===== src/rtl/bama_pkg.sv =====
// Shared types and constants for the burst audio mix accumulator.
// No dependencies; every other file in rtl/ except bama_ram imports this package.
package bama_pkg;

  // Field widths of the item and result channels
  localparam int CMD_W    = 3;
  localparam int SAMPLE_W = 16;
  localparam int GAIN_W   = 16;
  localparam int INDEX_W  = 10;
  localparam int MIX_W    = 24;
  localparam int CONS_W   = 11;

  // Configuration registers
  localparam int CFG_IDX_W = 1;
  localparam int CPF_W     = 4;
  localparam int FPB_W     = 10;
  localparam int CFG_W     = 10;
  localparam logic [CPF_W-1:0] CPF_RESET = 4'd2;
  localparam logic [FPB_W-1:0] FPB_RESET = 10'd192;
  localparam logic [CFG_IDX_W-1:0] REG_CHANNELS = 1'b0;
  localparam logic [CFG_IDX_W-1:0] REG_FRAMES   = 1'b1;

  // Defaults for the top-level parameters
  localparam int MAX_SAMPLES_DEF = 1024;
  localparam int ACC_WIDTH_DEF   = 24;

  // Gain scaling: Q1.15 sample times Q2.14 gain, rounded back to 15 fraction bits
  localparam int GAIN_FRAC   = 14;
  localparam int ROUND_BIAS  = 1 << (GAIN_FRAC - 1);
  localparam int PROD_FULL_W = SAMPLE_W + GAIN_W + 1;
  localparam int PROD_W      = PROD_FULL_W - GAIN_FRAC;

  // Output queue
  localparam int QDEPTH = 4;
  localparam int QPTR_W = 2;
  localparam int QCNT_W = 3;

  // Result kinds
  localparam logic KIND_REPORT = 1'b0;
  localparam logic KIND_READ   = 1'b1;

  typedef enum logic [CMD_W-1:0] {
    CMD_CLEAR  = 3'd0,
    CMD_START  = 3'd1,
    CMD_SAMPLE = 3'd2,
    CMD_END    = 3'd3,
    CMD_READ   = 3'd4
  } cmd_e;

  // Operation carried by the second stage
  typedef enum logic [1:0] {
    OP_WRITE  = 2'd0,
    OP_READ   = 2'd1,
    OP_REPORT = 2'd2
  } op_e;

  typedef struct packed {
    logic valid;
    op_e  op;
    logic underflow;
    logic oob;
  } stage_ctrl_t;

  typedef struct packed {
    logic                     kind;
    logic signed [MIX_W-1:0]  mixed;
    logic                     underflow;
    logic        [CONS_W-1:0] consumed;
  } result_t;

endpackage


===== src/rtl/bama_back.sv =====
// Mix stage: read-modify-write of the mix buffer with forwarding, saturating
// accumulate, result build and the clearing pass after reset. Depends on bama_pkg.
module bama_back import bama_pkg::*; #(
  parameter int MAX_SAMPLES = MAX_SAMPLES_DEF,
  parameter int ACC_WIDTH   = ACC_WIDTH_DEF,
  localparam int AW = $clog2(MAX_SAMPLES)
) (
  input  logic                     clk,
  input  logic                     rst,
  input  stage_ctrl_t              s1_ctrl,
  input  logic [AW-1:0]            s1_addr,
  input  logic signed [PROD_W-1:0] s1_prod,
  input  logic [CONS_W-1:0]        s1_consumed,
  input  logic                     current_epoch,
  input  logic [ACC_WIDTH:0]       ram_rdata,
  output logic                     ram_we,
  output logic [AW-1:0]            ram_waddr,
  output logic [ACC_WIDTH:0]       ram_wdata,
  output logic                     clearing,
  output logic                     res_push,
  output result_t                  res_data
);

  localparam int SUM_W = ((ACC_WIDTH > PROD_W) ? ACC_WIDTH : PROD_W) + 1;
  localparam longint MAX_L = (longint'(1) <<< (ACC_WIDTH - 1)) - 1;
  localparam longint MIN_L = -MAX_L - 1;
  localparam logic signed [SUM_W-1:0] SAT_MAX = SUM_W'(MAX_L);
  localparam logic signed [SUM_W-1:0] SAT_MIN = SUM_W'(MIN_L);

  logic [AW-1:0]        clr_addr;
  logic                 fwd_valid;
  logic [AW-1:0]        fwd_addr;
  logic [ACC_WIDTH:0]   fwd_data;

  logic [ACC_WIDTH:0]           old_word;
  logic signed [ACC_WIDTH-1:0]  old_val;
  logic signed [ACC_WIDTH-1:0]  read_val;
  logic signed [SUM_W-1:0]      sum;
  logic signed [ACC_WIDTH-1:0]  new_val;
  logic                         do_write;

  // The entry written in the previous cycle is not yet in the read data
  assign old_word = (fwd_valid && fwd_addr == s1_addr) ? fwd_data : ram_rdata;
  assign old_val  = (old_word[ACC_WIDTH] == current_epoch) ? old_word[ACC_WIDTH-1:0] : '0;
  assign read_val = s1_ctrl.oob ? '0 : old_val;

  always_comb begin
    sum = SUM_W'(old_val) + SUM_W'(s1_prod);
    if (sum > SAT_MAX) begin
      new_val = SAT_MAX[ACC_WIDTH-1:0];
    end else if (sum < SAT_MIN) begin
      new_val = SAT_MIN[ACC_WIDTH-1:0];
    end else begin
      new_val = sum[ACC_WIDTH-1:0];
    end
  end

  assign do_write  = s1_ctrl.valid && s1_ctrl.op == OP_WRITE;
  assign ram_we    = clearing || do_write;
  assign ram_waddr = clearing ? clr_addr : s1_addr;
  assign ram_wdata = clearing ? '0 : {current_epoch, new_val};

  always_comb begin
    res_push = s1_ctrl.valid && (s1_ctrl.op == OP_READ || s1_ctrl.op == OP_REPORT);
    res_data = '0;
    if (s1_ctrl.op == OP_READ) begin
      res_data.kind  = KIND_READ;
      res_data.mixed = MIX_W'(read_val);
    end else begin
      res_data.kind      = KIND_REPORT;
      res_data.underflow = s1_ctrl.underflow;
      res_data.consumed  = s1_consumed;
    end
  end

  always_ff @(posedge clk) begin
    if (rst) begin
      clearing  <= 1'b1;
      clr_addr  <= '0;
      fwd_valid <= 1'b0;
    end else begin
      fwd_valid <= do_write;
      if (clearing) begin
        clr_addr <= clr_addr + 1'b1;
        if (clr_addr == AW'(MAX_SAMPLES - 1)) begin
          clearing <= 1'b0;
        end
      end
    end
    fwd_addr <= s1_addr;
    fwd_data <= {current_epoch, new_val};
  end

`ifndef NO_ASSERTIONS
  a_no_item_while_clearing: assert property (@(posedge clk) disable iff (rst)
    clearing |-> !s1_ctrl.valid)
    else $error("item reached the mix stage during the clearing pass");
`endif

endmodule


===== config.mk =====
export PLATFORM = sky130hd
export DESIGN_NAME = bama_back
export DESIGN_NICKNAME = d
export VERILOG_FILES = /design/src/rtl/bama_pkg.sv /design/src/rtl/bama_back.sv
export SDC_FILE = /design/constraint.sdc
export NUM_CORES = 1
export LEC_CHECK = 0
export ABC_AREA = 1
export BUFFER_PORTS_ARGS = -buffer_cell sky130_fd_sc_hd__buf_2
export CELL_PAD_IN_SITES_DETAIL_PLACEMENT = 1
export CELL_PAD_IN_SITES_GLOBAL_PLACEMENT = 1
export CORE_ASPECT_RATIO = 1.1
export CORE_UTILIZATION = 32
export DETAILED_ROUTE_END_ITERATION = 7
export PLACE_DENSITY = 0.82
export SYNTH_ARGS = -nofsm -noshare
export SYNTH_HDL_FRONTEND = slang
export SYNTH_SLANG_ARGS = --single-unit

===== constraint.sdc =====
create_clock -name clk -period 5.7 [get_ports clk]
set_clock_uncertainty 0.15 [all_clocks]
set_input_delay 1.14 -clock clk [delete_from_list [all_inputs] [get_ports clk]]
set_output_delay 1.14 -clock clk [all_outputs]
set_load 0.02 [all_outputs]

==> summary.md, run 1 <==
| Metric | Value |
|---|---|
| Post-DRT Antenna Nets | 0 |
| Worst min-delay path class | flip-flop to flip-flop |
| Dpl cells | 1,167 |
| CTS Sinks | 47 |
| Syn Area/Cell | 5.98 um^2 |
| CTS Hold Bufs | 0 |
| Port bufs | 147 |
| Met1 GRT Util | 29.7% |
| Final Util | 53.5% |
| Hold EP | clr_addr[0] |
| Slew at the pin closest to its max-slew limit | 0.609 ns |
| Hold Fails Final Rpt | 0 |
| Fraction of registers with async set/reset | 0% |
| Grt met3 use | 4.65% |
| Die area | 15,100 um^2 |
| Total CTS buffers | 5 |
| Root Driver | clkbuf_16 |
| Global-route wire length before repair | 32,700 um |
| Core box area | 14,000 um^2 |
| IO Count | 148 |
| Max_cap viols | 0 |
| Final Max Slew Viols | 0 |
| CTS Buffer Depth | 2 |
| Pwr Total | 1.48 mW |
| Vias in the first global route | 6,475 |
| Failing checks | setup timing |
| Die Span Y | 129 um |
| Unique cell type count in the Yosys netlist | 41 |
| Hold path cells | 2 |
| Fin nets | 1,124 |
| Status | complete, but fails checks |
| Starting Density | 33.4% |
| GR peak layer | met2 |
| Minimum clock period | 6.11 ns |
| Final worst-path cycle share | 107% |
| Sequential power share | 27.5% |
| Syn_nets | 872 |
| Synth area leader | dfxtp_1 |
| Required @ worst endpoint | 4.41 ns |
| Pwr/cell area | 197 nW/um^2 |
| Crit path setup slack, layout | -0.415 ns |
| YS warnings | 0 |
| CP Max Fanout | 9 |
| Reg2reg end | fwd_data[10] |
| Post-DP Area | 6150 um^2 |
| Die width | 117 um |
| Net Sw Power | 0.636 mW |
| Final instance area | 7510 um^2 |
| Ys flop type | dfxtp_1 |
| Post-synth top cells | 235 x nand2_1, 115 x inv_1, 92 x nor2_1 |
| Clock tree from TritonCTS | built |
| Via count | 6,651 |
| Drt first pass iters | 5 |
| Unrepaired setup endpoints after global routing | yes |
| Drt drc | 0 |
| Startpoint type of the worst setup path | input port |
| Area grow syn2layout | 60.4% |
| Initial antenna violation count | 0 |
| Worst vdd rail ir drop | 128 uV |
| CP arrival | 4.82 ns |
| Final setup vio count | 24 |
| Clock power share | 23.6% |
| Largest net degree at the start of global routing | 44 |
| CP peak stage delay | 0.33 ns |
| Sw frac | 43.0% |
| R2R cell count | 28 |
| DR WL/cell | 21.0 um |
| Hold Slack | 0.355 ns |
| Hold_sp | clr_addr[0] |
| Rows | 45 |
| Setup TNS | -8.61 ns |
| Mapped Area | 4680 um^2 |
| Relative slew slack | 59.4% |
| Crit path launch | s1_addr[9] |
| HPWL Detailed | 14,000 um |
| Finished Layout Cells | 1,223 |
| Clk_lat worst skew | 0.32 ns |
| Detailed router's first-iteration violation count | 345 |
| Internal | 0.843 mW |
| Leak | 4.04 nW |
| Depth of the CTS H-tree | 2 |
| Crit path top cell by count | nand2_1 |
| Met2 Use GR | 51.2% |
| DRT Wirelength | 25,600 um |
| Crit end category | output port |
| DR vias/cell | 5.44 |
| Yosys top cell area share | 20.1% |
| Final GP Congestion | 0.893 |
| Ratio of cells with drive above 1 in the final layout | 47.1% |
| Post-Synthesis Cells | 782 |
| Post-synth EDFFs | 0 |
| Clk slew on worst S/H paths | 0.08 ns |
| Slowest CP cell | ha_1 |
| WS Path Type | input port to output port |
| Yosys reg bits | 47 |
| Fmax | 0.164 GHz |
| Pre-CTS setup slack | -0.216 ns |
| Gate power share | 48.9% |
| Sequential area share after synthesis | 20.1% |
| Grt ovf | 0 |
| Most common cell in the netlist | nand2_1 |
| Top cells by area, synth | dfxtp_1 20%, nand2_1 19%, inv_1 9.2% |
| Reg2reg start | fwd_addr[9] |
| Antenna diode count | 0 |
| GRT Resource Usage Total | 27.4% |
| R2r setup slk | 1.40 ns |
[cell usage in the layout (no fill, tap or decap), drive strengths merged]
cell type	synthesis	final
nand2	272	272
buf	11	264
inv	130	132
nor2	101	101
a21oi	51	51
dfxtp	47	47
nand3	43	43
o21ai	35	35
ha	16	16
nor3	14	14
nand4	13	13
xor2	8	8
mux2i	7	7
xnor2	6	6
clkbuf	9	6
clkinv	4	5
o21bai	4	4
a21boi	3	3
nor3b	2	2
nor4	2	2
o31ai	2	2
nand3b	1	1
fa	1	1
[kinds of logic after synthesis]
logic type | Yosys count | synth area share, %
AND/OR/NAND/NOR | 448 | 43.8
buffers and inverters | 154 | 14.5
multiplexers | 7 | 1.50
XOR/XNOR | 14 | 2.62
flip-flops | 47 | 20.1
AO/OA/AOI/OAI | 95 | 12.7
adder cells (fa/ha/maj) | 17 | 4.71
[per-layer routing]
layer | up-vias | wire length [um]
li1 | 2931 | -
met1 | 3198 | 9350
met2 | 381 | 12800
met3 | 141 | 1810
met4 | 0 | 1700
met5 | - | 0
[worst max-delay path: cells and delay by family]
kind            cells  cell delay (ns)
simple gates       17             1.89
buf+inv             9             1.11
compound gates      2             0.34
fa+ha+maj           1             0.33
[cell type report]
type	count	area, um^2
Inverter	134	539
Tap cell	188	235
Timing Repair Buffer	265	1950
Clock buffer	5	125
Multi-Input combinational cell	581	3690
Fill cell	1828	6510
Sequential cell	47	942
Clock inverter	3	28.8
[repair_timing]
item / in CTS / in global routing
pin swaps: 15 / 50
cloned: 2 / 1
endpoints found under the setup margin: 24 / 24
setup buffers: 26 / 21
hold endpoints to repair: 0 / 0
resized for setup: 82 / 138
[power groups by stage]
stage / sequential [mW] / clock [mW] / combinational [mW]
2_1_floorplan: 0.402 / 0 / 0.328
3_3_place_gp: 0.406 / 0 / 0.499
3_5_place_dp: 0.408 / 0 / 0.511
4_1_cts: 0.401 / 0.340 / 0.588
5_1_grt: 0.411 / 0.361 / 0.761
6_report: 0.407 / 0.349 / 0.723
[registers in the layout, indices dropped and copies added, names as in the netlist]
signal	flops
fwd_addr	10
clearing	1
clr_addr	10
fwd_valid	1
fwd_data	25
[worst max-delay path by stage]
stage / endpoint / slack [ns]
floorplan: ram_wdata[3] / -0.02
global placement: ram_wdata[7] / -0.07
detailed placement: ram_wdata[7] / -0.22
CTS: ram_wdata[7] / -0.03
global route: ram_wdata[7] / -0.53
finish: ram_wdata[7] / -0.41
No activity file was read; power rests on OpenSTA's default activity.
==> inputs of run 2 (changes only) <==
--- a/config.mk
+++ b/config.mk
@@ -13,6 +13,7 @@
 export CORE_UTILIZATION = 32
 export DETAILED_ROUTE_END_ITERATION = 7
 export PLACE_DENSITY = 0.82
+export SKIP_LAST_GASP = 1
 export SYNTH_ARGS = -nofsm -noshare
 export SYNTH_HDL_FRONTEND = slang
 export SYNTH_SLANG_ARGS = --single-unit
==> run 2 against run 1 <==
Net effect: the run still ends with setup timing left; design area is 1.6% higher; cell count rose by 0.25%; register-to-register slack better by 0.02 ns; first-iteration DRC count rose by 33%; core utilization is 0.84 points higher; power increased by 2.0%; via count is 0.89% higher; critical path depth fell by 3; routed wire length rose by 4.3%; critical endpoint is now ram_wdata[23].
==> summary.md, run 2 (synthesized netlist as in run 1, its figures left out) <==
| Metric | Value |
|---|---|
| Status | complete, but fails checks |
| Failing checks | setup timing |
| Post-DRT Antenna Nets | 0 (unchanged) |
| Crit end category | output port |
| Most common cell after layout, fill and taps aside | nand2_1 |
| CTS Hold Bufs | 0 (unchanged) |
| Clk slew on worst S/H paths | 0.08 ns (about the same) |
| Reg2reg end | fwd_data[10] |
| IO Count | 148 (unchanged) |
| WS Path Type | input port to output port |
| Final setup vio count | 24 (unchanged) |
| # fillers | 1,851 (+1.3%) |
| Crit path launch | s1_addr[9] |
| Rows | 45 (unchanged) |
| DR vias/cell | 5.47 (+0.64%) |
| Clk_lat worst skew | 0.33 ns (about the same) |
| Hold Slack | 0.356 ns (+0.00119 ns) |
| Final Util | 54.4% (+0.84 points) |
| Vias in the first global route | 6,478 (+0.046%) |
| HPWL Detailed | 14,000 um (unchanged) |
| Antenna diode count | 0 (unchanged) |
| Core box area | 14,000 um^2 (unchanged) |
| Pre-CTS setup slack | -0.216 ns (unchanged) |
| Dpl cells | 1,167 (unchanged) |
| Leak | 4.07 nW (+0.64%) |
| Initial antenna violation count | 0 (unchanged) |
| CP Max Fanout | 9 (unchanged) |
| Global-route wire length before repair | 32,700 um (about the same) |
| Pwr/cell area | 198 nW/um^2 (+0.44%) |
| Critical Path End | ram_wdata[23] |
| Largest net degree at the start of global routing | 44 (unchanged) |
| Crit path top cell by count | nand2_1 |
| DR WL/cell | 21.8 um (+4.1%) |
| Largest register FFs | 25 (unchanged) |
| Relative slew slack | 57.2% (-2.2 points) |
| Detailed router's first-iteration violation count | 459 (+33%) |
| Crit path setup slack, layout | -0.407 ns (+0.00797 ns) |
| Die width | 117 um (unchanged) |
| Max_cap viols | 0 (unchanged) |
| Grt ovf | 0 (unchanged) |
| CTS Buffer Depth | 2 (unchanged) |
| Area grow syn2layout | 62.9% |
| Slew at the pin closest to its max-slew limit | 0.642 ns (+0.0332 ns) |
| Via count | 6,710 (+0.89%) |
| Worst min-delay path class | flip-flop to flip-flop |
| Fmax | 0.164 GHz (+0.13%) |
| Depth of the CTS H-tree | 2 (unchanged) |
| Pwr Total | 1.51 mW (+2.0%) |
| Die area | 15,100 um^2 (unchanged) |
| Final Max Slew Viols | 0 (unchanged) |
| DRT Wirelength | 26,700 um (+4.3%) |
| Biggest regs | fwd_data (25), clr_addr (10), fwd_addr (10) |
| Startpoint type of the worst setup path | input port |
| R2R cell count | 27 (-3.6%) |
| Finished Layout Cells | 1,226 (+0.25%) |
| R2r setup slk | 1.42 ns (+0.02 ns) |
| Most flops, register | fwd_data |
| Drt first pass iters | 5 (unchanged) |
| CTS Sinks | 47 (unchanged) |
| Worst vdd rail ir drop | 132 uV (+3.1%) |
| Reg2reg start | fwd_addr[9] |
| Leading cell types in the layout, fill and taps excluded | 182 x nand2_1, 119 x buf_4, 114 x buf_2, 102 x inv_1, 78 x nor2_1 |
| Port bufs | 147 (unchanged) |
| CP arrival | 4.82 ns (about the same) |
| Unrepaired setup endpoints after global routing | yes |
| Ratio of cells with drive above 1 in the final layout | 48.4% (+1.2 points) |
| Minimum clock period | 6.11 ns (-0.00797 ns) |
| Root Driver | clkbuf_16 |
| Hold Fails Final Rpt | 0 (unchanged) |
| Starting Density | 33.4% (unchanged) |
| Die Span Y | 129 um (unchanged) |
| Total CTS buffers | 5 (unchanged) |
| Final GP Congestion | 0.893 (unchanged) |
| Required @ worst endpoint | 4.41 ns (about the same) |
| Final worst-path cycle share | 107% (-0.14 points) |
| Fin nets | 1,127 (+0.27%) |
| Slowest CP cell | ha_2 |
| Drt drc | 0 (unchanged) |
| GRT Resource Usage Total | 27.4% (about the same) |
| CP peak stage delay | 0.37 ns (+0.04 ns) |
| Clock tree from TritonCTS | built |
==> run 2: changes by cell type in the layout (fill, tap and decap cells not counted), sizes merged <==
| cell | change |
|---|---|
| buf | +3 |
==> run 2: layout make-up <==
class	instances	area (um^2)	area share [%]
Multi-Input combinational cell	581	3790	49.8
Timing Repair Buffer	268	1960	25.7
Sequential cell	47	942	12.4
Inverter	134	542	7.11
Tap cell	188	235	3.09
Clock buffer	5	125	1.64
Clock inverter	3	28.8	0.377
==> run 2: where the power goes <==
part	switching [mW]	total (mW)	leakage, nW	internal, mW
combinational	0.453	0.752	3.60	0.299
clock	0.177	0.348	0.0767	0.170
sequential	0.0267	0.409	0.392	0.382
==> run 2: layer usage <==
layer | up-vias | global-route usage (%) | share of wire, %
met5 | - | 0 | 0
met4 | 0 | 14.1 | 6.3
met3 | 143 | 4.70 | 7.7
met2 | 424 | 51.4 | 49
met1 | 3199 | 29.5 | 37
li1 | 2944 | - | -
==> run 2: worst max-delay path, delay by kind of cell <==
| family | cells | cell delay, ns |
|---|---|---|
| AOI/OAI and AO/OA | 2 | 0.32 |
| adders and majority gates | 1 | 0.37 |
| buffers and inverters | 8 | 0.98 |
| and+or+nand+nor | 15 | 1.98 |
==> run 2: through the flow <==
stage | cell area, um^2 | setup TNS (ns)
global route | 7620 | -10.57
global placement | 6150 | -1.27
CTS | 6830 | -0.0502
finish | 7620 | -8.35
floorplan | 4760 | -0.166
detailed placement | 6150 | -4.36
==> run 2: worst min-delay path by stage <==
stage	startpoint	end	slack (ns)	cells past startpoint
final	clr_addr[0]	clr_addr[0]	0.36	2
after global routing	clr_addr[0]	clr_addr[0]	0.39	2
after CTS	clr_addr[9]	clr_addr[9]	0.35	2
after detailed placement	clr_addr[9]	clr_addr[9]	0.34	2
after global placement	clr_addr[9]	clr_addr[9]	0.32	2
after floorplan	clr_addr[9]	clr_addr[9]	0.30	2
==> run 2: what timing repair did <==
item,in CTS,in global routing
resized for setup,80,161
setup buffers,26,23
gates cloned,2,1
pin swaps,14,55
endpoints found under the setup margin,24,24
==> inputs of run 3 (changes only) <==
--- a/config.mk
+++ b/config.mk
@@ -9,7 +9,7 @@
 export BUFFER_PORTS_ARGS = -buffer_cell sky130_fd_sc_hd__buf_2
 export CELL_PAD_IN_SITES_DETAIL_PLACEMENT = 1
 export CELL_PAD_IN_SITES_GLOBAL_PLACEMENT = 1
-export CORE_ASPECT_RATIO = 1.1
+export CORE_ASPECT_RATIO = 1.5
 export CORE_UTILIZATION = 32
 export DETAILED_ROUTE_END_ITERATION = 7
 export PLACE_DENSITY = 0.82
==> run 3 against run 2 <==
Net effect: the run still ends with setup timing left; register-to-register slack improved by 0.10 ns; die area barely moved; sequential share of layout area fell by 0.54 points; via count rose by 2.4%; setup slack improved by 0.075 ns; power rose by 2.5%; clock power fell by 5%; count of clock-buffer cells in the layout did not move; sequential power rose by 2%.
==> summary.md, run 3 (synthesized netlist as in run 1, its figures left out) <==
| Metric | Value |
|---|---|
| Ratio of cells with drive above 1 in the final layout | 51.3% (+2.9 points) |
| Depth of the CTS H-tree | 2 (unchanged) |
| Core box area | 14,100 um^2 (+0.75%) |
| Worst vdd rail ir drop | 154 uV (+16%) |
| Pwr Total | 1.55 mW (+2.5%) |
| Final instance area | 7970 um^2 (+4.6%) |
| Minimum clock period | 6.03 ns (-0.0745 ns) |
| Hold Fails Final Rpt | 0 (unchanged) |
| Most flops, register | fwd_data |
| CP Buf/Inv Count | 8 (unchanged) |
| Required @ worst endpoint | 4.41 ns (about the same) |
| Setup TNS | -6.73 ns (+1.62 ns) |
| CP peak stage delay | 0.20 ns (-0.17 ns) |
| Seq. cell area | 942 um^2 (unchanged) |
| Reg2reg end | fwd_data[21] |
| Startpoint type of the worst setup path | input port |
| Max_cap viols | 0 (unchanged) |
| Final Max Slew Viols | 0 (unchanged) |
| Vias in the first global route | 6,717 (+3.7%) |
| Slew at the pin closest to its max-slew limit | 1.13 ns (+0.485 ns) |
| Crit path launch | s1_addr[9] |
| CTS Sinks | 47 (unchanged) |
| Leading cell types in the layout, fill and taps excluded | 174 x nand2_1, 124 x buf_4, 112 x buf_2, 98 x inv_1, 76 x nor2_1 |
| Post-DP Area | 6230 um^2 (+1.3%) |
| Fmax | 0.166 GHz (+1.2%) |
| Critical Path End | ram_wdata[19] |
| Drt drc | 0 (unchanged) |
| Hold Slack | 0.350 ns (-0.00644 ns) |
| CP Max Fanout | 12 (+3) |
| Final worst-path cycle share | 106% (-1.3 points) |
| Clk slew on worst S/H paths | 0.08 ns (about the same) |
| IO Count | 148 (unchanged) |
| Area grow syn2layout | 70.4% |
| Clock tree from TritonCTS | built |
| Initial antenna violation count | 0 (unchanged) |
| Worst min-delay path class | flip-flop to flip-flop |
| Clk_lat worst skew | 0.31 ns (-0.02 ns) |
| Crit end category | output port |
| Die Span Y | 150 um (+17%) |
| Biggest regs | fwd_data (25), clr_addr (10), fwd_addr (10) |
| Final GP Congestion | 0.902 (+0.96%) |
| Pre-CTS setup slack | -0.392 ns (-0.175 ns) |
| Die area | 15,100 um^2 (about the same) |
| Failing checks | setup timing |
| Most common cell after layout, fill and taps aside | nand2_1 |
| Final Util | 56.5% (+2.1 points) |
| DRT Wirelength | 28,500 um (+6.7%) |
| WS Path Type | input port to output port |
| Fin nets | 1,144 (+1.5%) |
| GRT Resource Usage Total | 30.0% (+2.7 points) |
| DR vias/cell | 5.51 (+0.62%) |
| Status | complete, but fails checks |
| DR WL/cell | 22.9 um (+4.8%) |
| Detailed router's first-iteration violation count | 362 (-21%) |
| CP arrival | 4.74 ns (-0.08 ns) |
| Via count | 6,873 (+2.4%) |
| Largest register FFs | 25 (unchanged) |
| R2r setup slk | 1.52 ns (+0.10 ns) |
| Area of the multi-input gates | 3920 um^2 (+3.3%) |
| Pwr/cell area | 194 nW/um^2 (-2.0%) |
| Relative slew slack | 24.7% (-33 points) |
| CP delay by family, top | simple AND/OR/NAND/NOR gates |
| Finished Layout Cells | 1,248 (+1.8%) |
| Grt ovf | 0 (unchanged) |
| Drt first pass iters | 5 (unchanged) |
| Die width | 101 um (-14%) |
| Final setup vio count | 25 (+4.2%) |
| Crit path top cell by count | nand2_1 |
| CTS Buffer Depth | 2 (unchanged) |
| Root Driver | clkbuf_16 |
| Rows | 53 (+18%) |
| Slowest CP cell | buf_4 |
| R2R cell count | 28 (+3.7%) |
| Largest net degree at the start of global routing | 33 (-25%) |
| Global-route wire length before repair | 34,400 um (+5.1%) |
| Crit path setup slack, layout | -0.332 ns (+0.0745 ns) |
| Port bufs | 147 (unchanged) |
| CTS Hold Bufs | 0 (unchanged) |
| # fillers | 1,811 (-2.2%) |
| Hold_sp | clr_addr[0] |
| Post-DRT Antenna Nets | 0 (unchanged) |
| Total CTS buffers | 5 (unchanged) |
| Dpl cells | 1,183 (+1.4%) |
| Starting Density | 33.1% (-0.25 points) |
| Reg2reg start | fwd_addr[9] |
| Unrepaired setup endpoints after global routing | yes |
| Worst path depth | 27 (+3.8%) |
| HPWL Detailed | 15,200 um (+8.4%) |
| Leak | 4.18 nW (+2.7%) |
[run 3: cell count changes in the layout (fill, tap and decap cells not counted), sizes merged]
cell,previous run,this run
buf,267,282
clkbuf,6,8
clkinv,5,6
diode,0,1
inv,132,131
[run 3: layer usage]
layer | routed length [um] | GRT usage [%]
met2 | 14500 | 56.3
met5 | 0 | 0
met1 | 9750 | 28.1
met4 | 2510 | 24.1
met3 | 1800 | 5.34
[run 3: tightest hold or removal path, cell delays in order, from the launching register on]
cell and delay [ns]:
dfxtp_1 0.33, nor2_1 0.08, nor2_1 0.05
[run 3: how the worst min path moves through the flow]
stage                             end  depth (start not counted)
after CTS                 clr_addr[0]                          2
after global placement    clr_addr[0]                          2
after floorplan           clr_addr[9]                          2
after global routing      clr_addr[0]                          2
final                     clr_addr[0]                          2
after detailed placement  clr_addr[0]                          2
[run 3: power breakdown]
group	switching [mW]	internal (mW)
Sequential	0.0338	0.383
Combinational	0.485	0.314
Clock	0.162	0.168
Total	0.681	0.864
[run 3: layout make-up]
class	count	share of cell area [%]
Antenna cell	1	0.0314
Clock buffer	5	1.57
Clock inverter	3	0.330
Inverter	134	6.79
Multi-Input combinational cell	581	49.2
Sequential cell	47	11.8
Tap cell	192	3.01
Timing Repair Buffer	285	27.3
[run 3: repair_timing]
action | 4_1_cts | 5_1_grt
gates resized for setup | 122 | 165
setup endpoints to repair | 24 | 25
pin swaps | 46 | 57
buffers inserted | 26 | 26
cloned | 1 | 3
